`src/hpq_pkg.sv`:
```
// Shared types, constants and helpers for the height plateau qualifier.
package hpq_pkg;

  localparam int SAMPLE_BITS = 12;
  localparam int LEVEL_BITS  = SAMPLE_BITS + 1;
  localparam int DIFF_BITS   = SAMPLE_BITS + 2;
  localparam int THRESH_BITS = 12;
  localparam int TDATA_BITS  = ((SAMPLE_BITS + 7) / 8) * 8;
  localparam int CFG_BITS    = THRESH_BITS;

  typedef logic [SAMPLE_BITS-1:0]        sample_t;
  typedef logic signed [LEVEL_BITS-1:0]  level_t;
  typedef logic [THRESH_BITS-1:0]        thresh_t;
  typedef logic [TDATA_BITS-1:0]         tdata_t;
  typedef logic [CFG_BITS-1:0]           cfg_data_t;

  // Register indexes of the configuration port
  localparam logic REG_THRESHOLD = 1'b0;
  localparam logic REG_STATION   = 1'b1;

  // Event kinds
  localparam logic KIND_HEIGHT = 1'b0;
  localparam logic KIND_ENDED  = 1'b1;

  // No level confirmed yet
  localparam level_t NO_LEVEL = '1;

  typedef struct packed {
    logic    baseline_valid;
    sample_t baseline_level;
    level_t  confirmed_level;
    sample_t candidate_level;
    logic    candidate_pending;
    logic    report_pending;
  } state_t;

  typedef struct packed {
    logic emit;
    logic kind;
  } event_t;

  // True when |a - b| <= thr
  function automatic logic near_enough(input level_t a, input level_t b, input thresh_t thr);
    logic signed [DIFF_BITS-1:0] diff;
    logic [DIFF_BITS-1:0]        mag;
    diff = DIFF_BITS'(a) - DIFF_BITS'(b);
    mag  = diff[DIFF_BITS-1] ? DIFF_BITS'(-diff) : DIFF_BITS'(diff);
    return mag <= DIFF_BITS'(thr);
  endfunction

endpackage

```
`src/hpq_decide.sv`:
```
// Per-sample decision: baseline, plateau and candidate checks with next state.
module hpq_decide (
  input  hpq_pkg::sample_t sample,
  input  hpq_pkg::state_t  state,
  input  hpq_pkg::thresh_t threshold,
  output hpq_pkg::state_t  state_nxt,
  output hpq_pkg::event_t  evt
);

  hpq_pkg::sample_t base;
  hpq_pkg::level_t  s_lvl;
  logic             near_base;
  logic             near_conf;
  logic             near_cand;

  always_comb begin
    base      = state.baseline_valid ? state.baseline_level : sample;
    s_lvl     = hpq_pkg::level_t'({1'b0, sample});
    near_base = hpq_pkg::near_enough(s_lvl, hpq_pkg::level_t'({1'b0, base}), threshold);
    near_conf = hpq_pkg::near_enough(s_lvl, state.confirmed_level, threshold);
    near_cand = hpq_pkg::near_enough(s_lvl, hpq_pkg::level_t'({1'b0, state.candidate_level}),
                                     threshold);

    state_nxt                = state;
    state_nxt.baseline_valid = 1'b1;
    state_nxt.baseline_level = base;
    evt.emit                 = 1'b0;
    evt.kind                 = hpq_pkg::KIND_HEIGHT;

    if (near_base) begin
      // back at the belt: drop candidate, close an open plateau
      state_nxt.candidate_pending = 1'b0;
      if (state.report_pending) begin
        evt.emit                 = 1'b1;
        evt.kind                 = hpq_pkg::KIND_ENDED;
        state_nxt.report_pending = 1'b0;
      end
    end else if (near_conf) begin
      evt.emit                 = 1'b1;
      evt.kind                 = hpq_pkg::KIND_HEIGHT;
      state_nxt.report_pending = 1'b1;
    end else if (!state.candidate_pending) begin
      state_nxt.candidate_pending = 1'b1;
      state_nxt.candidate_level   = sample;
    end else if (near_cand) begin
      state_nxt.confirmed_level   = s_lvl;
      state_nxt.candidate_pending = 1'b0;
    end else begin
      state_nxt.candidate_pending = 1'b0;
    end
  end

endmodule

```
`src/height_plateau_qualifier_unit.sv`:
```
// Top level of the height plateau qualifier: ports, registers and handshakes.
// One converter sample per item enters on the in_ stream; at most one event per
// item leaves on the out_ stream. The very first sample after reset becomes the
// belt baseline. Samples close to the baseline drop any candidate level and,
// when a plateau was being reported, give a "plateau ended" event. Samples close
// to the confirmed level give a height event. Other samples feed a two-sample
// candidate check that confirms a new level. An accepted sample is loaded into the
// input register; the decision logic loads its event into the result register
// when the result slot is free, and the event is offered from there. An item is
// accepted every cycle while the result side keeps taking events; the state update
// of one item is done in the same cycle that loads its result, so the next item
// sees it at once. The configuration port is always ready and must only be
// written while no item is in flight.
module height_plateau_qualifier_unit (
  input  logic                   clk,
  input  logic                   rst_n,
  // input stream
  input  logic                   in_tvalid,
  output logic                   in_tready,
  input  hpq_pkg::tdata_t        in_tdata,   // [11:0] sample, rest zero
  // result stream
  output logic                   out_tvalid,
  input  logic                   out_tready,
  output hpq_pkg::tdata_t        out_tdata,  // [11:0] height_value, rest zero
  output logic [1:0]             out_tuser,  // [0] event_kind, [1] station_tag
  // configuration writes
  input  logic                   cfg_valid,
  output logic                   cfg_ready,
  input  logic                   cfg_index,
  input  hpq_pkg::cfg_data_t     cfg_data
);

  hpq_pkg::thresh_t threshold_r, threshold_nxt;
  logic             station_r, station_nxt;

  logic             s_valid_r, s_valid_nxt;
  hpq_pkg::sample_t s_sample_r, s_sample_nxt;

  hpq_pkg::state_t  state_r, state_nxt, state_calc;
  hpq_pkg::event_t  evt;

  logic             o_valid_r, o_valid_nxt;
  logic             o_kind_r, o_kind_nxt;
  logic             o_station_r, o_station_nxt;
  hpq_pkg::sample_t o_height_r, o_height_nxt;

  logic             advance;

  hpq_decide u_decide (
    .sample    (s_sample_r),
    .state     (state_r),
    .threshold (threshold_r),
    .state_nxt (state_calc),
    .evt       (evt)
  );

  // The result slot is free when empty or being taken this cycle
  assign advance   = !o_valid_r || out_tready;
  assign in_tready = !s_valid_r || advance;
  assign cfg_ready = 1'b1;

  assign out_tvalid = o_valid_r;
  assign out_tdata  = hpq_pkg::tdata_t'(o_height_r);
  assign out_tuser  = {o_station_r, o_kind_r};

  // Configuration decode
  always_comb begin
    threshold_nxt = threshold_r;
    station_nxt   = station_r;
    if (cfg_valid) begin
      unique case (cfg_index)
        hpq_pkg::REG_THRESHOLD: threshold_nxt = hpq_pkg::thresh_t'(cfg_data);
        hpq_pkg::REG_STATION:   station_nxt   = cfg_data[0];
        default:                threshold_nxt = threshold_r;
      endcase
    end
  end

  // Input register: hold while the decision stage is stalled
  always_comb begin
    s_valid_nxt  = s_valid_r;
    s_sample_nxt = s_sample_r;
    if (in_tready) begin
      s_valid_nxt = in_tvalid;
      if (in_tvalid) begin
        s_sample_nxt = in_tdata[hpq_pkg::SAMPLE_BITS-1:0];
      end
    end
  end

  // Decision stage: commit state and load the result slot together
  always_comb begin
    state_nxt     = state_r;
    o_valid_nxt   = o_valid_r;
    o_kind_nxt    = o_kind_r;
    o_station_nxt = o_station_r;
    o_height_nxt  = o_height_r;
    if (advance) begin
      o_valid_nxt = s_valid_r && evt.emit;
      if (s_valid_r) begin
        state_nxt = state_calc;
        if (evt.emit) begin
          o_kind_nxt    = evt.kind;
          o_station_nxt = station_r;
          o_height_nxt  = s_sample_r;
        end
      end
    end
  end

  always_ff @(posedge clk) begin
    if (!rst_n) begin
      threshold_r                 <= hpq_pkg::thresh_t'(50);
      station_r                   <= 1'b0;
      s_valid_r                   <= 1'b0;
      o_valid_r                   <= 1'b0;
      state_r.baseline_valid      <= 1'b0;
      state_r.baseline_level      <= '0;
      state_r.confirmed_level     <= hpq_pkg::NO_LEVEL;
      state_r.candidate_level     <= '0;
      state_r.candidate_pending   <= 1'b0;
      state_r.report_pending      <= 1'b0;
    end else begin
      threshold_r <= threshold_nxt;
      station_r   <= station_nxt;
      s_valid_r   <= s_valid_nxt;
      o_valid_r   <= o_valid_nxt;
      state_r     <= state_nxt;
    end
  end

  // Payload registers need no reset
  always_ff @(posedge clk) begin
    s_sample_r  <= s_sample_nxt;
    o_kind_r    <= o_kind_nxt;
    o_station_r <= o_station_nxt;
    o_height_r  <= o_height_nxt;
  end

endmodule

```
`config.mk`:
```
export PLATFORM = sky130hd
export DESIGN_NAME = height_plateau_qualifier_unit
export DESIGN_NICKNAME = d
export VERILOG_FILES = /design/src/hpq_pkg.sv /design/src/hpq_decide.sv /design/src/height_plateau_qualifier_unit.sv
export SDC_FILE = /design/constraint.sdc
export NUM_CORES = 1
export LEC_CHECK = 0
export ABC_AREA = 1
export BUFFER_PORTS_ARGS = -buffer_cell sky130_fd_sc_hd__clkbuf_2
export CAP_MARGIN = 40
export CORE_MARGIN = 3
export CORE_UTILIZATION = 57
export CTS_BUF_LIST = sky130_fd_sc_hd__clkbuf_8
export DETAILED_ROUTE_END_ITERATION = 8
export MAX_ROUTING_LAYER = met4
export PLACE_DENSITY = 0.89
export SETUP_SLACK_MARGIN = 0.3
export SYNTH_ARGS = -nofsm -noshare
export SYNTH_HDL_FRONTEND = slang
export SYNTH_SLANG_ARGS = --single-unit
```
`constraint.sdc`:
```
create_clock -name clk -period 4.2 [get_ports clk]
set_input_delay 0.21 -clock clk [delete_from_list [all_inputs] [get_ports clk]]
set_output_delay 0.21 -clock clk [all_outputs]
set_load 0.05 [all_outputs]
```
**After elaboration in Yosys (flattened, before gate mapping)**

Cells that the tools add are included.

- Equality and inequality tests: 1
- Reductions and logical operators: 15
- Multiplexer cells: 11
- Add/subtract/negate cells: 6
- Bitwise operators: 4
- Order comparisons: 3

Operator list:

| cell | count |
|---|---|
| 14-bit by 12-bit less-or-equal comparator with 1-bit output | 3 |
| 14-bit 2-to-1 mux | 3 |
| 14-bit negation | 3 |
| 12-bit by 12-bit subtractor with 13-bit output | 2 |
| 13-bit by 13-bit subtractor with 14-bit output | 1 |
| 12-bit 2-to-1 mux | 1 |
| 3-bit AND reduction | 3 |
| 2-bit 2-to-1 mux | 4 |
| 2-bit AND reduction | 4 |
| 6-bit AND reduction | 1 |
| 5-bit AND reduction | 1 |
| 1-bit inverter | 4 |
| 1-bit 2-to-1 mux | 3 |
| 1-bit logical NOT | 2 |
| 1-bit logical OR | 2 |
| 2-bit by 1-bit inequality test with 1-bit output (second input constant) | 1 |
| 2-bit nonzero test | 1 |
| 1-bit logical AND | 1 |

- Bits in registers: 81
- Word-level logic and storage cells: 54
- Output and inout bits: 21

**Depth between registers and ports, before layout**

- Word-level depth: 7
- Mapped depth: 29
- Mapped depth without buffers: 28

**Cells and area by module**

A second synthesis with hierarchy kept.

- Cell total of the unflattened synthesis: 1147
- Area total of the unflattened synthesis: 7502.2 um2

Modules (own cells, without submodules):

| module | area each (um2) | times used | sequential area each (um2) | cells an instance |
|---|---|---|---|---|
| hpq_decide | 4439.3 | 1 | 0.0 | 804 |
| height_plateau_qualifier_unit | 3062.9 | 1 | 1881.8 | 343 |

**Worst setup path before layout**

Ideal clock, no wire load.

- Kind: register -> register
- From: reg state_r[39] in the netlist's numbering
- To: reg o_height_r[0], enable pin
- Required time: 3.846 ns
- Buffers on the path: 2
- Stages on the path, launching flop included: 24
- Arrival time: 3.871 ns
- Setup time: 0.354 ns
- Period minus slack after synthesis: 4.224 ns
- Path slack: -0.024 ns
- Path through: dfxtp_1 -> buf_1 -> mux2i_1 -> ha_1 -> a21oi_2 -> nor2_1 -> o21ai_0 -> and3_1 -> buf_2 -> inv_1 -> a21oi_1 -> xnor2_1 -> ha_1 -> a21oi_1 -> o21ai_0 -> a21oi_1 -> nor2_1 -> o21bai_1 -> nand2_1 -> nand2_1 -> nand2_4 -> nand2_4 -> nand3_1 -> inv_1

- Word-level cells in the longest chain between the ends: 7

Ends and longest elaborated chain:

| item | RTL line | RTL |
|---|---|---|
| start: declaration | height_plateau_qualifier_unit.sv:39 | `hpq_pkg::state_t state_r, state_nxt, state_calc;` |
| start signal: assignment | height_plateau_qualifier_unit.sv:128 | `state_r <= state_nxt;` |
| 12-bit 2-to-1 mux * | hpq_decide.sv:17 | `base = state.baseline_valid ? state.baseline_level : sample;` |
| 12-bit by 12-bit subtractor with 13-bit output * | hpq_pkg.sv:46 | `diff = DIFF_BITS'(a) - DIFF_BITS'(b);` |
| 14-bit negation | hpq_pkg.sv:47 | `mag = diff[DIFF_BITS-1] ? DIFF_BITS'(-diff) : DIFF_BITS'(diff);` |
| 14-bit 2-to-1 mux * | hpq_pkg.sv:47 |  |
| 14-bit by 12-bit less-or-equal comparator with 1-bit output * | hpq_pkg.sv:48 | `return mag <= DIFF_BITS'(thr);` |
| 2-bit 2-to-1 mux * | hpq_decide.sv:30 | `if (near_base) begin` |
| 3-bit AND reduction (no line) * | -- |  |
| end signal: assignment | height_plateau_qualifier_unit.sv:137 | `o_height_r <= o_height_nxt;` |
| end: declaration | height_plateau_qualifier_unit.sv:45 | `hpq_pkg::sample_t o_height_r, o_height_nxt;` |

Mark *: on every way between the ends. The rest lies on a longest branch, timed or not.
A chain may end at the register's enable or synchronous reset.

**Final worst setup path**

- From: reg s_sample_r[3]
- To: reg state_r[17] in the netlist's numbering

- Word-level cells in the longest chain between the ends: 7
- Elaborated cells on any way between the ends: 16
- Those cells by class: add/sub (6); order compare (3); mux (4); bitwise (2); reduce/logical (1)

Ends and longest elaborated chain:

| item | RTL line | RTL |
|---|---|---|
| start: declaration | height_plateau_qualifier_unit.sv:37 | `hpq_pkg::sample_t s_sample_r, s_sample_nxt;` |
| start signal: assignment | height_plateau_qualifier_unit.sv:134 | `s_sample_r <= s_sample_nxt;` |
| 12-bit 2-to-1 mux | hpq_decide.sv:17 |  |
| 12-bit by 12-bit subtractor with 13-bit output | hpq_pkg.sv:46 |  |
| 14-bit negation | hpq_pkg.sv:47 |  |
| 14-bit 2-to-1 mux | hpq_pkg.sv:47 |  |
| 14-bit by 12-bit less-or-equal comparator with 1-bit output | hpq_pkg.sv:48 |  |
| 1-bit inverter (no line) | -- |  |
| 6-bit AND reduction (no line) | -- |  |

Parallel ways exist; a longest one is shown, timed or not.

==> metrics <==
status finished, violations left; violated checks setup timing; sequential element share of the synthesized area 26.7%; Synth top area share between 10% and 20%; Via-to-Cell Ratio between 6 and 7; Area growth syn-to-layout 26.1%; GRT overflow 0; Place WS -0.124 ns; WP data arrival approximately 5 ns; Post-synth top cells 258 x nand2_1, 150 x inv_1, 92 x nor2_1; largest net degree at the start of global routing 39; non-filler cells in the finished layout between 1k and 1.5k; Lkg Pwr 4.39 nW; drt first pass iters 7; Die H between 100 and 150 um; VDD IR-drop max between 0.2 and 0.3 mV; Clock Latency Late Sink 0.40 ns; Syn Area/Cell ~7 um^2; Critical Path RT ~4.5 ns; final WL 28.2 mm; Yosys top cell by area dfxtp_1; min Tclk post-route 4.78 ns; top post-synthesis cells by area dfxtp_1 16%, nand2_1 14%, ha_1 13%; Worst Hold Class primary input to flip-flop; TritonCTS Sinks 81; HPWL after DPL approximately 15 mm; routability cong. 0.964; critical path's slowest cell mux2i_2; Filler cells roughly 700; ys flop type dfxtp_1; Starting DRT DRC Count ~1.3k; Initial Utilization 59.9%; fin. max-slew vios 0; DR WL/cell roughly 22 um; post-synthesis cell count 1000; Mapped Area 7040 um^2; Post-synth ARST share 0%; Max clock buf depth 2; share of cells above drive strength 1 a little over a quarter; I/O Pins 55; slew at the pin closest to its max-slew limit around 0.97 ns; final worst path period share 114%; Worst Skew ~0.028 ns; DRC violation count after routing 0; Net count, final ~1.2k; Synth cell types 48; Power Dens Cells between 400 and 500 nW/um^2; TritonCTS clock tree built; crit path launch type flip-flop; first-pass GRT wire length between 30 and 40 mm; min setup slack post-route -0.585 ns; f_max 0.209 GHz; CTS buffer count 9; Hold Vio Cnt, Final 0; placed inst area around 7700 um^2; max cap viols 0; initial antenna violation count 1; Relative slew margins between 30% and 40%; count leader, synth nand2_1; CTS root buffer clkbuf_8; area of the multi-input gates 4910 um^2; FF+latch count, synth slightly above 80; Inst Count DP between 1k and 1.5k; # port buffers 45; total track usage about a third; Final Instance Area ~9000 um^2; endpoints failing setup 43; Max stage delay on crit path 0.63 ns; warning count from the yosys run 0; vias in the first global route 7125; area taken by flip-flops and latches 1890 um^2; CP Capture Type flip-flop; routed vias about 8.3k; Post-synth EDFFs 26; Cell Rows 39; Die Area between 10000 and 15000 um^2; chip width roughly 120 um; Detail Route Antenna Nets 0; core area about 12000 um^2; critical path's most frequent cell nand2_1; CP max FO 6; Setup Crit Path Kind flip-flop to flip-flop; htree depth 3; clk slew on worst S/H paths between 0.1 and 0.15 ns; RSZ-0062 raised after global routing true
## cell usage in the layout, fill, tap and decap left out, types with 6 or more instances in the layout
cell / Yosys / layout
nand2_2: 23 / 38
a211oi_1: 13 / 12
ha_1: 75 / 63
xnor2_1: 9 / 9
nor2_2: 7 / 16
inv_2: 4 / 7
a21oi_2: 5 / 12
nand2_1: 258 / 243
xor2_1: 28 / 25
nor2_1: 92 / 80
clkbuf_8: 0 / 9
clkbuf_2: 0 / 45
mux2i_2: 0 / 6
dfxtp_1: 55 / 54
o21ai_0: 28 / 23
ha_4: 0 / 6
nand4_1: 24 / 24
buf_4: 8 / 77
a21oi_1: 46 / 37
nand3_2: 14 / 21
ha_2: 0 / 6
nand3_1: 60 / 52
dlygate4sd3_1: 0 / 10
xor2_2: 3 / 6
inv_1: 150 / 145
nand3_4: 2 / 6
edfxtp_1: 26 / 26
## worst paths after layout
| kind | start | to | slack, ns | cells after the start |
|---|---|---|---|---|
| worst max register to register | s_sample_r[3]$_DFFE_PP_ | state_r[17]$_SDFFE_PN1P_ | -0.58 | 26 |
| worst min-delay path | in_tdata[7] | s_sample_r[7]$_DFFE_PP_ | 0.008 | 1 |
| worst max-delay path | s_sample_r[3]$_DFFE_PP_ | state_r[17]$_SDFFE_PN1P_ | -0.58 | 26 |
| worst min register to register | station_r$_SDFFE_PN0P_ | o_station_r$_DFFE_PP_ | 0.47 | 0 |
## stage by stage
| step | power (mW) | hold slack [ns] | utilization (%) | TNS, ns |
|---|---|---|---|---|
| finish | 3.65 | 0.00814 | 75.5 | -21.13 |
| global route | 3.80 | 0.00980 | 75.5 | -30.44 |
| CTS | 3.27 | 0.00215 | 71.6 | 0 |
| detailed placement | 2.54 | 0.389 | 65.9 | -2.50 |
| global placement | 2.47 | 0.387 | 65.9 | -0.168 |
| floorplan | 2.08 | 0.309 | - | 0 |
## registers in the layout, summed over array words and instances (netlist names)
signal       cells
state_r         40
threshold_r     12
o_station_r      1
s_valid_r        1
o_kind_r         1
out_tvalid       1
s_sample_r      12
o_height_r      12
station_r        1
## routing by layer
metal,track usage [%],wire (um)
met3,10.2,4200
met5,-,0
met1,38.5,8870
met2,53.5,12100
met4,21.5,3020
## final cells by class
class / count / share of cell area, %
clock buffers: 9 / 1.40
repair inverters: 1 / 0.0846
repair buffers: 142 / 12.0
clock inverters: 7 / 0.916
diodes: 2 / 0.0564
inverters: 156 / 6.68
flip-flops and latches: 81 / 21.2
well taps: 164 / 2.31
multi-input cells: 746 / 55.3
## where the power goes
part           switching, mW  internal [mW]  leakage, nW  total [mW]
Sequential            0.0579          0.888        0.699       0.946
Clock                  0.396          0.239        0.104       0.635
Combinational           1.28          0.792         3.59        2.07
## what timing repair did
| action | CTS | global route |
|---|---|---|
| hold endpoints to repair | 6 | 4 |
| setup buffers | 21 | 13 |
| endpoints found under the setup margin | 43 | 43 |
| gates resized for setup | 50 | 71 |
| pin swaps | 23 | 25 |
| hold buffers | 6 | 4 |
| gates cloned | 4 | 1 |
## kinds of logic after synthesis
| group | share of synthesized area [%] |
|---|---|
| AOI/OAI and AO/OA | 9.33 |
| xor gates and xnor gates | 5.30 |
| adders and majority gates | 14.2 |
| buffers and inverters | 10.5 |
| DFF | 26.7 |
| muxes | 1.42 |
| other | 0.107 |
| and+or+nand+nor | 32.4 |
## worst max-delay path, delay by kind of cell (launching register included)
family / cells / cell delay (ns)
and+or+nand+nor: 16 / 1.88
muxes: 1 / 0.63
adders and majority gates: 2 / 0.62
DFF: 1 / 0.61
buffers and inverters: 4 / 0.54
AOI/OAI and AO/OA: 2 / 0.20
xor gates and xnor gates: 1 / 0.18
Note: power is estimated with default switching activity, not from simulation.
